### src/rtl/bgd_pkg.sv
// package for the button gesture detector
// event codes, register indexes, configuration and event bundle types
// no dependencies
package bgd_pkg;

   typedef enum logic [2:0] {
      EV_PRESS   = 3'd0,
      EV_RELEASE = 3'd1,
      EV_CLICK   = 3'd2,
      EV_DOUBLE  = 3'd3,
      EV_LONG    = 3'd4,
      EV_REPEAT  = 3'd5
   } event_kind_type;

   typedef enum logic [2:0] {
      REG_DEBOUNCE        = 3'd0,
      REG_LONG_PRESS      = 3'd1,
      REG_DOUBLE_CLICK    = 3'd2,
      REG_REPEAT_ENABLE   = 3'd3,
      REG_REPEAT_DELAY    = 3'd4,
      REG_REPEAT_INTERVAL = 3'd5
   } csr_index_type;

   localparam int unsigned CSR_INDEX_BITS = 3;
   localparam int unsigned CSR_DATA_BITS  = 16;
   localparam int unsigned MAX_EVENTS     = 3;

   localparam logic [15:0] DEBOUNCE_RESET        = 16'd5;
   localparam logic [15:0] LONG_PRESS_RESET      = 16'd800;
   localparam logic [15:0] DOUBLE_CLICK_RESET    = 16'd0;
   localparam logic        REPEAT_ENABLE_RESET   = 1'b0;
   localparam logic [15:0] REPEAT_DELAY_RESET    = 16'd500;
   localparam logic [15:0] REPEAT_INTERVAL_RESET = 16'd100;

   typedef struct packed {
      logic [15:0] debounce_ms;
      logic [15:0] long_press_ms;
      logic [15:0] double_click_ms;
      logic        repeat_enable;
      logic [15:0] repeat_delay_ms;
      logic [15:0] repeat_interval_ms;
   } bgd_cfg_type;

   // events caused by one sample, first in slot 0
   typedef struct packed {
      event_kind_type [MAX_EVENTS-1:0] kinds;
      logic [1:0]                      count;
      logic [31:0]                     stamp;
   } bgd_bundle_type;

endpackage

### src/rtl/bgd_fifo.sv
// small first-in first-out queue of register entries
// carries event bundles from the front to the back, no package use
module bgd_fifo #(
   parameter int unsigned WIDTH = 40,
   parameter int unsigned DEPTH = 4
) (
   input  logic             clock,
   input  logic             reset,
   input  logic             push,
   input  logic [WIDTH-1:0] push_data,
   output logic             full,
   input  logic             pop,
   output logic [WIDTH-1:0] head_data,
   output logic             empty
);

   localparam int unsigned PW = (DEPTH > 1) ? $clog2(DEPTH) : 1;
   localparam int unsigned CW = $clog2(DEPTH + 1);

   logic [WIDTH-1:0] entry_ff [DEPTH];
   logic [PW-1:0]    wr_ptr_ff, wr_ptr_in;
   logic [PW-1:0]    rd_ptr_ff, rd_ptr_in;
   logic [CW-1:0]    count_ff, count_in;
   logic             do_push, do_pop;

   assign full      = (count_ff == CW'(DEPTH));
   assign empty     = (count_ff == '0);
   assign do_push   = push && !full;
   assign do_pop    = pop && !empty;
   assign head_data = entry_ff[rd_ptr_ff];

   always_comb begin
      wr_ptr_in = wr_ptr_ff;
      rd_ptr_in = rd_ptr_ff;
      count_in  = count_ff;
      if (do_push) begin
         wr_ptr_in = (wr_ptr_ff == PW'(DEPTH - 1)) ? '0 : wr_ptr_ff + 1'b1;
      end
      if (do_pop) begin
         rd_ptr_in = (rd_ptr_ff == PW'(DEPTH - 1)) ? '0 : rd_ptr_ff + 1'b1;
      end
      if (do_push && !do_pop) begin
         count_in = count_ff + 1'b1;
      end else if (do_pop && !do_push) begin
         count_in = count_ff - 1'b1;
      end
   end

   always_ff @(posedge clock) begin
      if (reset) begin
         wr_ptr_ff <= '0;
         rd_ptr_ff <= '0;
         count_ff  <= '0;
      end else begin
         wr_ptr_ff <= wr_ptr_in;
         rd_ptr_ff <= rd_ptr_in;
         count_ff  <= count_in;
      end
   end

   always_ff @(posedge clock) begin
      if (do_push) begin
         entry_ff[wr_ptr_ff] <= push_data;
      end
   end

endmodule

### src/rtl/bgd_front.sv
// front part: configuration registers, debounce and gesture state; uses bgd_pkg
// classifies one sample per cycle while the queue has room into up to three events
module bgd_front #(
   parameter int unsigned TIME_BITS = 32
) (
   input  logic                                  clock,
   input  logic                                  reset,
   input  logic                                  csr_we,
   input  logic [bgd_pkg::CSR_INDEX_BITS-1:0]    csr_index,
   input  logic [bgd_pkg::CSR_DATA_BITS-1:0]     csr_wdata,
   input  logic                                  req_push,
   output logic                                  req_full,
   input  logic                                  req_raw_level,
   input  logic [31:0]                           req_now_ms,
   input  logic                                  queue_full,
   output logic                                  bundle_push,
   output bgd_pkg::bgd_bundle_type               bundle
);

   import bgd_pkg::*;

   localparam int unsigned NCAND = 7;

   bgd_cfg_type cfg_ff, cfg_in;

   logic                 stable_ff, stable_in;
   logic                 last_raw_ff, last_raw_in;
   logic [TIME_BITS-1:0] change_time_ff, change_time_in;
   logic [TIME_BITS-1:0] press_time_ff, press_time_in;
   logic [TIME_BITS-1:0] click_time_ff, click_time_in;
   logic [TIME_BITS-1:0] repeat_time_ff, repeat_time_in;
   logic                 long_sent_ff, long_sent_in;
   logic                 pending_ff, pending_in;

   logic [TIME_BITS+31:0] now_wide;
   logic [TIME_BITS+31:0] stamp_wide;
   logic [TIME_BITS-1:0]  now_t;
   logic                  accept;
   logic                  raw_changed, debounced, flip, fall, rise;
   logic [TIME_BITS-1:0]  press_el, click_el, arm_el;
   logic                  in_window, dc_on, follow_up, dbl, arm, click_now, delayed;
   logic                  long_fire, repeat_fire, held, long_sent_e, pending_e;
   logic [TIME_BITS-1:0]  press_e, repeat_e, click_e;
   logic [NCAND-1:0]      cand_en;
   event_kind_type        cand_kind [NCAND];
   event_kind_type [MAX_EVENTS-1:0] kinds;
   logic [1:0]            cnt;

   assign now_wide   = {{TIME_BITS{1'b0}}, req_now_ms};
   assign now_t      = now_wide[TIME_BITS-1:0];
   assign stamp_wide = {32'd0, now_t};
   assign accept     = req_push && !queue_full;
   assign req_full   = queue_full;

   // configuration writes
   always_comb begin
      cfg_in = cfg_ff;
      if (csr_we) begin
         case (csr_index)
            REG_DEBOUNCE:        cfg_in.debounce_ms        = csr_wdata;
            REG_LONG_PRESS:      cfg_in.long_press_ms      = csr_wdata;
            REG_DOUBLE_CLICK:    cfg_in.double_click_ms    = csr_wdata;
            REG_REPEAT_ENABLE:   cfg_in.repeat_enable      = csr_wdata[0];
            REG_REPEAT_DELAY:    cfg_in.repeat_delay_ms    = csr_wdata;
            REG_REPEAT_INTERVAL: cfg_in.repeat_interval_ms = csr_wdata;
            default:             cfg_in = cfg_ff;
         endcase
      end
   end

   // debounce and gesture decisions
   always_comb begin
      raw_changed    = (req_raw_level != last_raw_ff);
      last_raw_in    = req_raw_level;
      change_time_in = raw_changed ? now_t : change_time_ff;
      debounced      = ((now_t - change_time_in) >= TIME_BITS'(cfg_ff.debounce_ms));
      flip           = debounced && (req_raw_level != stable_ff);
      fall           = flip && !req_raw_level;
      rise           = flip && req_raw_level;
      stable_in      = flip ? req_raw_level : stable_ff;

      press_e     = fall ? now_t : press_time_ff;
      repeat_e    = fall ? now_t : repeat_time_ff;
      long_sent_e = fall ? 1'b0 : long_sent_ff;

      dc_on     = (cfg_ff.double_click_ms != '0);
      click_el  = now_t - click_time_ff;
      in_window = (click_el <= TIME_BITS'(cfg_ff.double_click_ms));
      follow_up = rise && !long_sent_ff;
      dbl       = follow_up && dc_on && pending_ff && in_window;
      arm       = follow_up && dc_on && !(pending_ff && in_window);
      click_now = follow_up && !dc_on;
      pending_e = dbl ? 1'b0 : (arm ? 1'b1 : pending_ff);
      click_e   = arm ? now_t : click_time_ff;
      arm_el    = now_t - click_e;
      delayed   = dc_on && pending_e && (arm_el > TIME_BITS'(cfg_ff.double_click_ms));
      pending_in    = delayed ? 1'b0 : pending_e;
      click_time_in = click_e;

      held        = !stable_in;
      press_el    = now_t - press_e;
      long_fire   = held && (cfg_ff.long_press_ms != '0) && !long_sent_e
                    && (press_el >= TIME_BITS'(cfg_ff.long_press_ms));
      repeat_fire = held && cfg_ff.repeat_enable
                    && (press_el >= TIME_BITS'(cfg_ff.repeat_delay_ms))
                    && ((now_t - repeat_e) >= TIME_BITS'(cfg_ff.repeat_interval_ms));

      long_sent_in   = long_fire ? 1'b1 : long_sent_e;
      press_time_in  = press_e;
      repeat_time_in = repeat_fire ? now_t : repeat_e;
   end

   // pack the events in order, at most three kept
   always_comb begin
      cand_en      = {repeat_fire, long_fire, delayed, click_now, dbl, rise, fall};
      cand_kind[0] = EV_PRESS;
      cand_kind[1] = EV_RELEASE;
      cand_kind[2] = EV_DOUBLE;
      cand_kind[3] = EV_CLICK;
      cand_kind[4] = EV_CLICK;
      cand_kind[5] = EV_LONG;
      cand_kind[6] = EV_REPEAT;
      kinds        = '{default: EV_PRESS};
      cnt          = 2'd0;
      for (int i = 0; i < NCAND; i++) begin
         if (cand_en[i] && cnt != 2'(MAX_EVENTS)) begin
            kinds[cnt] = cand_kind[i];
            cnt        = cnt + 2'd1;
         end
      end
      bundle.kinds = kinds;
      bundle.count = cnt;
      bundle.stamp = stamp_wide[31:0];
      bundle_push  = accept && (cnt != 2'd0);
   end

   always_ff @(posedge clock) begin
      if (reset) begin
         cfg_ff.debounce_ms        <= DEBOUNCE_RESET;
         cfg_ff.long_press_ms      <= LONG_PRESS_RESET;
         cfg_ff.double_click_ms    <= DOUBLE_CLICK_RESET;
         cfg_ff.repeat_enable      <= REPEAT_ENABLE_RESET;
         cfg_ff.repeat_delay_ms    <= REPEAT_DELAY_RESET;
         cfg_ff.repeat_interval_ms <= REPEAT_INTERVAL_RESET;
         stable_ff      <= 1'b1;
         last_raw_ff    <= 1'b1;
         change_time_ff <= '0;
         press_time_ff  <= '0;
         click_time_ff  <= '0;
         repeat_time_ff <= '0;
         long_sent_ff   <= 1'b0;
         pending_ff     <= 1'b0;
      end else begin
         cfg_ff <= cfg_in;
         if (accept) begin
            stable_ff      <= stable_in;
            last_raw_ff    <= last_raw_in;
            change_time_ff <= change_time_in;
            press_time_ff  <= press_time_in;
            click_time_ff  <= click_time_in;
            repeat_time_ff <= repeat_time_in;
            long_sent_ff   <= long_sent_in;
            pending_ff     <= pending_in;
         end
      end
   end

endmodule

### src/rtl/bgd_back.sv
// back part: unpacks event bundles into single events
// one event per cycle into the output register while it is empty or popped; uses bgd_pkg
module bgd_back (
   input  logic                    clock,
   input  logic                    reset,
   input  logic                    queue_empty,
   input  bgd_pkg::bgd_bundle_type head,
   output logic                    queue_pop,
   output logic                    rsp_empty,
   input  logic                    rsp_pop,
   output logic [2:0]              rsp_event_kind,
   output logic [31:0]             rsp_event_time,
   output logic                    rsp_last_event
);

   import bgd_pkg::*;

   logic        valid_ff, valid_in;
   logic [1:0]  idx_ff, idx_in;
   logic [2:0]  kind_ff;
   logic [31:0] time_ff;
   logic        last_ff;
   logic        load, take, is_last;

   always_comb begin
      load      = !valid_ff || rsp_pop;
      take      = load && !queue_empty;
      is_last   = (idx_ff == (head.count - 2'd1));
      queue_pop = take && is_last;
      valid_in  = take || (valid_ff && !rsp_pop);
      idx_in    = idx_ff;
      if (take) begin
         idx_in = is_last ? 2'd0 : idx_ff + 2'd1;
      end
   end

   always_ff @(posedge clock) begin
      if (reset) begin
         valid_ff <= 1'b0;
         idx_ff   <= 2'd0;
      end else begin
         valid_ff <= valid_in;
         idx_ff   <= idx_in;
      end
   end

   always_ff @(posedge clock) begin
      if (take) begin
         kind_ff <= head.kinds[idx_ff];
         time_ff <= head.stamp;
         last_ff <= is_last;
      end
   end

   assign rsp_empty      = !valid_ff;
   assign rsp_event_kind = kind_ff;
   assign rsp_event_time = time_ff;
   assign rsp_last_event = last_ff;

endmodule

### src/rtl/button_gesture_detector_unit.sv
// top level of the button gesture detector
// joins bgd_front, bgd_fifo and bgd_back; uses bgd_pkg
//
// Debounces an active-low button sampled with a millisecond timestamp and
// reports press, release, click, double click, long press and repeat events.
// A sample is taken in every cycle with req_push high and req_full low;
// the front part classifies it in that cycle and, when it causes events,
// places them as one bundle in a queue of QUEUE_DEPTH bundles. The back
// part hands out one event per cycle through an output register while it
// is empty or popped, so the events of a sample (at most three) hold the
// result port until all are popped; the sustained rate is one sample per
// cycle when each causes at most one event and rsp_pop is high. The last
// event of a sample carries rsp_last_event; time wraps at TIME_BITS bits.
module button_gesture_detector_unit #(
   parameter int unsigned TIME_BITS   = 32,
   parameter int unsigned QUEUE_DEPTH = 4
) (
   input  logic                               clock,
   input  logic                               reset,
   input  logic                               csr_we,
   input  logic [bgd_pkg::CSR_INDEX_BITS-1:0] csr_index,
   input  logic [bgd_pkg::CSR_DATA_BITS-1:0]  csr_wdata,
   input  logic                               req_push,
   output logic                               req_full,
   input  logic                               req_raw_level,
   input  logic [31:0]                        req_now_ms,
   output logic                               rsp_empty,
   input  logic                               rsp_pop,
   output logic [2:0]                         rsp_event_kind,
   output logic [31:0]                        rsp_event_time,
   output logic                               rsp_last_event
);

   import bgd_pkg::*;

   localparam int unsigned BUNDLE_BITS = $bits(bgd_bundle_type);

   bgd_bundle_type         push_bundle, head_bundle;
   logic [BUNDLE_BITS-1:0] head_bits;
   logic                   mid_push, mid_full, mid_pop, mid_empty;

   bgd_front #(
      .TIME_BITS (TIME_BITS)
   ) u_front (
      .clock         (clock),
      .reset         (reset),
      .csr_we        (csr_we),
      .csr_index     (csr_index),
      .csr_wdata     (csr_wdata),
      .req_push      (req_push),
      .req_full      (req_full),
      .req_raw_level (req_raw_level),
      .req_now_ms    (req_now_ms),
      .queue_full    (mid_full),
      .bundle_push   (mid_push),
      .bundle        (push_bundle)
   );

   bgd_fifo #(
      .WIDTH (BUNDLE_BITS),
      .DEPTH (QUEUE_DEPTH)
   ) u_queue (
      .clock     (clock),
      .reset     (reset),
      .push      (mid_push),
      .push_data (push_bundle),
      .full      (mid_full),
      .pop       (mid_pop),
      .head_data (head_bits),
      .empty     (mid_empty)
   );

   assign head_bundle = bgd_bundle_type'(head_bits);

   bgd_back u_back (
      .clock          (clock),
      .reset          (reset),
      .queue_empty    (mid_empty),
      .head           (head_bundle),
      .queue_pop      (mid_pop),
      .rsp_empty      (rsp_empty),
      .rsp_pop        (rsp_pop),
      .rsp_event_kind (rsp_event_kind),
      .rsp_event_time (rsp_event_time),
      .rsp_last_event (rsp_last_event)
   );

`ifndef SYNTHESIS
   a_push_room: assert property (@(posedge clock) disable iff (reset)
      mid_push |-> !mid_full)
      else $error("bundle pushed into a full queue");

   a_push_on_transfer: assert property (@(posedge clock) disable iff (reset)
      mid_push |-> (req_push && !req_full))
      else $error("bundle pushed without an input transfer");

   a_pop_gives_last: assert property (@(posedge clock) disable iff (reset)
      mid_pop |=> (!rsp_empty && rsp_last_event))
      else $error("bundle retired without its last event");

   a_reset_empty: assert property (@(posedge clock)
      reset |=> rsp_empty)
      else $error("result port not empty after reset");
`endif

endmodule
### config.mk
export PLATFORM = sky130hd
export DESIGN_NAME = button_gesture_detector_unit
export DESIGN_NICKNAME = d
export VERILOG_FILES = /design/src/rtl/bgd_pkg.sv /design/src/rtl/bgd_fifo.sv /design/src/rtl/bgd_front.sv /design/src/rtl/bgd_back.sv /design/src/rtl/button_gesture_detector_unit.sv
export SDC_FILE = /design/constraint.sdc
export NUM_CORES = 1
export LEC_CHECK = 0
export BUFFER_PORTS_ARGS = -buffer_cell sky130_fd_sc_hd__buf_2
export CORE_MARGIN = 4
export CORE_UTILIZATION = 52
export CTS_BUF_LIST = sky130_fd_sc_hd__clkbuf_8
export DETAILED_ROUTE_END_ITERATION = 6
export MAX_ROUTING_LAYER = met4
export PLACE_DENSITY = 0.69
export SYNTH_ARGS = -nofsm -noshare
export SYNTH_HDL_FRONTEND = slang
export SYNTH_HIERARCHICAL = 1
export SYNTH_SLANG_ARGS = --single-unit
### constraint.sdc
create_clock -name clock -period 28.7 [get_ports clock]
set_input_delay 1.435 -clock clock [delete_from_list [all_inputs] [get_ports clock]]
set_output_delay 1.435 -clock clock [all_outputs]
set_load 0.02 [all_outputs]
==> flow_metrics.tcl, run 1 <==
set metrics [dict create \
    overflow 0 \
    hpwl_um 60240 \
    ctsResizeCount 0 \
    num_vias 24020 \
    die_x_um 243.8 \
    grt_setup_unrepaired "false" \
    fin_area_um2 31310 \
    cpMaxStageDelayCell "xnor2_2" \
    syn_avg_cell_area_um2 9.106 \
    antenna_found_initial 3 \
    clock-sinks 433 \
    final_common_cell "nand2_1" \
    powerDensity_nw_per_um2 67.31 \
    drc 0 \
    dpl_cell_area_um2 29750 \
    synth_seq_cells 433 \
    final-hold-violation-count 0 \
    clk_path_buf_depth 3 \
    grt_pass1_wl_um 129300 \
    htreeDepth 3 \
    io-pin-count 95 \
    crit_fanout 21 \
    gp_congestion 0.9907 \
    cts_tree "yes" \
    path_class "primary input to flop" \
    via_per_inst 5.985 \
    first_pass_iters 6 \
    hp-class "flop to flop" \
    yosysSeqAreaShare_pct 37.18 \
    antenna_left 0 \
    fp-row-count 86 \
    finalCritPeriodShare_pct 63.02 \
    max-cap-violations 0 \
    end_kind "flop" \
    cts_buffers 77 \
    slew_viol_final 0 \
    synth_ff_type "dfxtp_1" \
    initial_core_util_pct 52.48 \
    skew_ns 0.03991 \
    final.setup.tns_ns 0 \
    yosysTopAreaCell "edfxtp_1" \
    synth_edf_count 208 \
    crit_arrival_ns 18.67 \
    setup_viol_count_final 0 \
    synth_cells 3175 \
    die_y_um 243.8 \
    root_buffer "clkbuf_8" \
    peakVddDrop_mv 0.04884 \
    drive_gt1_share_pct 9.899 \
    grt_max_degree 105 \
    clk_pin_slew_ns 0.06 \
    worstPathRequired_ns 29.28 \
    async_flop_share_pct 0 \
    fin_crit_ns 18.09 \
    worst_slew_pin_slew_ns 1.143 \
    clock_insertion_delay_worst_skew_ns 0.67 \
    final_cell_mix "nand2_1 (397), a21oi_1 (323), nor2_1 (266)" \
    drt-total-wl_um 82010 \
    place_inst 3871 \
    wire_per_inst_um 20.44 \
    holdBufCountCts 0 \
    cts_setup_buffers 0 \
    ys_types 99 \
    final_cells 4013 \
    synth_area_um2 28910 \
    first_global_vias 23620 \
    portBuffers 94 \
    cpMostUsedCell "ha_1" \
    die-area_um2 59440 \
    status "complete, no violations" \
    cp-start-kind "primary input" \
    maxSlewHeadroom_pct 23.80 \
    grt.total_usage_pct 27.89 \
    final_nets 3525 \
    synth_top_area_share_pct 21.60 \
    slowest_delay_ns 0.78 \
    area_growth_pct 8.305 \
    clock.fmax_mhz 55.29 \
    drtIter0Drc 1814 \
    synth.area.top_cells "edfxtp_1 (22%), dfxtp_1 (16%), ha_1 (11%), a21oi_1 (5.6%), nand2_1 (5.2%)" \
    coreArea_um2 55090 \
    yosysWarningCount 6 \
    synth_nets 3498 \
    power.leakage_nw 12.06 \
]
==> report_power, final <==
group,switching (mW),internal [mW],leakage (nW)
Sequential,0.0297,0.741,3.76
Combinational,0.467,0.289,7.40
Clock,0.263,0.318,0.898
==> kinds of logic (layout without fill, tap and decap cells) <==
family / after synthesis / count (layout) / share of synthesized area (%)
adders and majority gates: 279 / 279 / 12.12
muxes: 167 / 167 / 7.720
other: 0 / 2 / 0
xor gates and xnor gates: 118 / 118 / 3.691
and+or+nand+nor: 970 / 970 / 15.19
buffers and inverters: 353 / 441 / 5.184
AOI/OAI and AO/OA: 855 / 855 / 18.92
DFF: 433 / 433 / 37.18
==> worst max-delay path: cells and delay by family <==
family,cells,cell delay [ns]
compound gates,31,6.49
simple gates,19,4.26
fa+ha+maj,12,3.55
xor+xnor,5,1.51
buf+inv,9,1.00
mux,1,0.36
==> through the flow <==
step | worst slack (ns) | hold WS, ns | utilization, % | power (mW)
floorplan | 12.56 | 0.4363 | - | 1.330
global placement | 10.96 | 0.4424 | 54.00 | 1.509
detailed placement | 10.20 | 0.4467 | 54.00 | 1.530
CTS | 10.79 | 0.4540 | 56.83 | 2.119
global route | 9.182 | 0.4696 | 56.84 | 2.241
finish | 10.61 | 0.4536 | 56.84 | 2.108
==> area by class of cell <==
cell class                 count  area (µm²)
clock buffer                  84        1156
tap                          748       935.9
multi-input combinational   2389       16730
antenna                        2       5.005
fill                        4955       23780
timing repair buffer         113       619.3
clock inverter                56       404.1
inverter                     188       710.7
sequential                   433       10750
==> synthesized netlist by cell type (7+ instances only) <==
library cell / number
o31ai_1: 18
a211oi_1: 74
mux4_2: 43
o22ai_1: 7
a31oi_1: 20
a21oi_1: 325
o21ai_1: 7
inv_1: 184
a211o_1: 10
and3_1: 12
dfxtp_1: 225
nand3_1: 42
and4_1: 12
and2_1: 7
nand2b_1: 41
o21a_1: 27
nor4_1: 21
buf_1: 12
o2111ai_1: 10
maj3_1: 13
nor3_1: 46
o21ai_0: 123
buf_2: 12
clkbuf_1: 101
nand4_1: 33
mux2i_1: 118
or2_2: 9
buf_4: 39
a21o_1: 101
ha_1: 260
xnor2_1: 70
o211ai_1: 25
or3_1: 13
o21bai_1: 16
nand3b_1: 7
nor2_1: 267
nor2b_1: 34
nand2_1: 397
edfxtp_1: 208
xor2_1: 45
==> path summary, 6_finish.rpt <==
kind,slack [ns],to,cells after the start,start
worst max-delay path,10.61,u_queue/count_ff[2],77,req_raw_level
worst min register to register,0.45,u_front/cfg_ff[11],2,u_front/cfg_ff[11]
worst max register to register,11.10,u_queue/count_ff[2],76,u_front/last_raw_ff
worst min-delay path,0.45,u_front/cfg_ff[11],2,u_front/cfg_ff[11]
==> sequential cells by signal, indices dropped and copies added, names as in the netlist, 2 cells and up, named ones only <==
signal,cells
u_back/rsp_event_time,32
u_back/idx_ff,2
u_queue/count_ff,3
u_front/press_time_ff,32
u_front/change_time_ff,32
u_queue/wr_ptr_ff,2
u_front/repeat_time_ff,32
u_back/rsp_event_kind,3
u_queue/rd_ptr_ff,2
u_queue/entry_ff,172
u_front/cfg_ff,81
u_front/click_time_ff,32
==> metal layers <==
metal / share of wire (%) / track usage (%) / wire, µm / vias to the layer above
li1: - / - / - / 11540
met1: 44 / 35.96 / 35890 / 11560
met2: 47 / 45.26 / 38790 / 751
met3: 5.5 / 3.577 / 4489 / 161
met4: 3.5 / 10.45 / 2842 / 0
met5: 0 / - / 0 / -
No activity file was read; power rests on OpenSTA's default activity.
==> run 2, diff against run 1 <==
Clock period 28.7 ns to 18.2 ns, I/O delays scaled along.
==> run 2 against run 1 <==
Register-to-register slack lost 9.7 ns. Routed wire length increased by 3.4%. Die area is the same. Power is 57% higher. Worst setup slack worse by 9.2 ns. Highest routed layer unchanged. Critical path depth stayed put. Sequential share of layout area is essentially flat. Global-route usage is 0.69 points higher. Cell count is 0.15% higher. Core utilization hardly changed. Sequential cell count did not move.
==> flow_metrics.tcl, run 2 (synthesis gave the netlist of run 1 again) <==
set metrics [dict create \
    status "complete, no violations" \
    comb_power_share_pct 36.4 \
    crit_arrival_ns 17.42 \
    die_x_um 243.8 \
    grt_pass1_wl_um 131300 \
    io-pin-count 95 \
    clock_insertion_delay_worst_skew_ns 0.68 \
    switching_share_pct 36.67 \
    die-area_um2 59440 \
    largest_reg_flops 172 \
    final.setup.tns_ns 0 \
    portBuffers 94 \
    final_common_cell "nand2_1" \
    cts_tree "yes" \
    grt_setup_unrepaired "false" \
    powerDensity_nw_per_um2 105.6 \
    skew_ns 0.05164 \
    root_buffer "clkbuf_8" \
    cpMostUsedCell "ha_1" \
    drtIter0Drc 1862 \
    overflow 0 \
    coreArea_um2 55090 \
    area_growth_pct 8.352 \
    internal_power_mw 2.096 \
    drt-total-wl_um 84790 \
    clock-sinks 433 \
    cpMaxStageDelayCell "and4b_1" \
    final_cell_mix "nand2_1 (397), a21oi_1 (323), nor2_1 (266)" \
    grt_max_degree 79 \
    maxSlewHeadroom_pct 24.71 \
    multi_input_area_um2 16740 \
    peakVddDrop_mv 0.07395 \
    power.leakage_nw 12.07 \
    clock.fmax_mhz 59.40 \
    slew_viol_final 0 \
    first_global_vias 23350 \
    first_pass_iters 6 \
    cts_buffers 76 \
    htreeDepth 3 \
    net-switching-power_mw 1.213 \
    hp-class "flop to flop" \
    path_class "flop to flop" \
    fin_crit_ns 16.83 \
    reg_top3 "u_queue/entry_ff x172, u_front/cfg_ff x81" \
    fp-row-count 86 \
    clk_path_buf_depth 3 \
    initial_core_util_pct 52.48 \
    antenna_left 0 \
    crit_fanout 21 \
    setup_viol_count_final 0 \
    final-hold-violation-count 0 \
    die_y_um 243.8 \
    cts_setup_buffers 0 \
    worst_slew_pin_slew_ns 1.120 \
    num_vias 24110 \
    slowest_delay_ns 0.57 \
    via_per_inst 5.999 \
    clockPowerShare_pct 26.9 \
    grt.total_usage_pct 28.59 \
    fillerInstances 4977 \
    whs_ns 0.4537 \
    clk_pin_slew_ns 0.06 \
    pwr-share-seq_pct 36.7 \
    drive_gt1_share_pct 10.03 \
    finalCritPeriodShare_pct 92.49 \
    final-seq-area_um2 10750 \
    hpwl_um 61840 \
    cp-start-kind "flop" \
    gp_congestion 0.9722 \
    worstPathRequired_ns 18.78 \
    max-cap-violations 0 \
    drc 0 \
    top_register "u_queue/entry_ff" \
    wire_per_inst_um 21.10 \
    end_kind "flop" \
    final_nets 3531 \
    antenna_found_initial 0 \
]
[run 2: changes by cell type in the layout (fill, tap and decap cells not counted), sizes merged]
cell      before  now
buf          113  120
clkbuf        84   83
clkinvlp       3    5
diode          2    1
bufinv         5    3
inv          218  220
clkinv        18   17
[run 2: power by group through the flow]
stage	Clock (mW)	Sequential, mW	Combinational [mW]
after floorplan	0	1.27	0.829
after global placement	0	1.23	1.16
after detailed placement	0	1.23	1.19
after CTS	0.916	1.21	1.20
after global routing	0.965	1.23	1.32
final	0.892	1.21	1.20
[run 2: layout make-up]
class / instances / share of cell area [%]
well taps: 748 / 2.987
inverters: 188 / 2.269
clock inverters: 57 / 1.198
flip-flops and latches: 433 / 34.32
clock buffers: 83 / 3.646
repair buffers: 120 / 2.145
multi-input cells: 2389 / 53.42
diodes: 1 / 0.007988
[run 2: worst max-delay path, delay by kind of cell, from the launching register on]
kind	cells	cell delay, ns
flops	1	0.52
simple gates	19	3.74
xor+xnor	5	0.89
fa+ha+maj	12	3.53
compound gates	31	6.52
mux	1	0.37
buf+inv	9	1.15
[run 2: final timing paths]
kind | slack [ns] | startpoint | endpoint | cells after the start
max | 1.37 | u_front/last_raw_ff | u_queue/count_ff[2] | 77
min | 0.45 | u_front/click_time_ff[20] | u_front/click_time_ff[20] | 2
max reg2reg | 1.37 | u_front/last_raw_ff | u_queue/count_ff[2] | 77
min reg2reg | 0.45 | u_front/click_time_ff[20] | u_front/click_time_ff[20] | 2
[run 2: layer usage]
layer / track usage [%] / part of all wire, % / vias to the layer above
met2: 46.88 / 47 / 718
met3: 3.918 / 5.2 / 143
met5: - / 0 / -
met4: 9.435 / 3.0 / 0
li1: - / - / 11590
met1: 36.80 / 44 / 11660
[run 2: through the flow]
step	instance area, µm²	std cells	util [%]	power (mW)	setup WS (ns)
final	31330	4019	56.86	3.309	1.366
after global routing	31330	4018	56.86	3.512	0.2741
after CTS	31320	4018	56.85	3.326	1.296
after detailed placement	29800	3878	54.09	2.421	0.7966
after global placement	29800	3878	54.09	2.389	1.632
after floorplan	28910	3175	-	2.098	2.582
[run 2: repair_timing]
item | CTS | global route
endpoints found under the setup margin | 0 | 1
hold buffers | 0 | 0
gates resized for setup | 0 | 1
endpoints found under the hold margin | 0 | 0
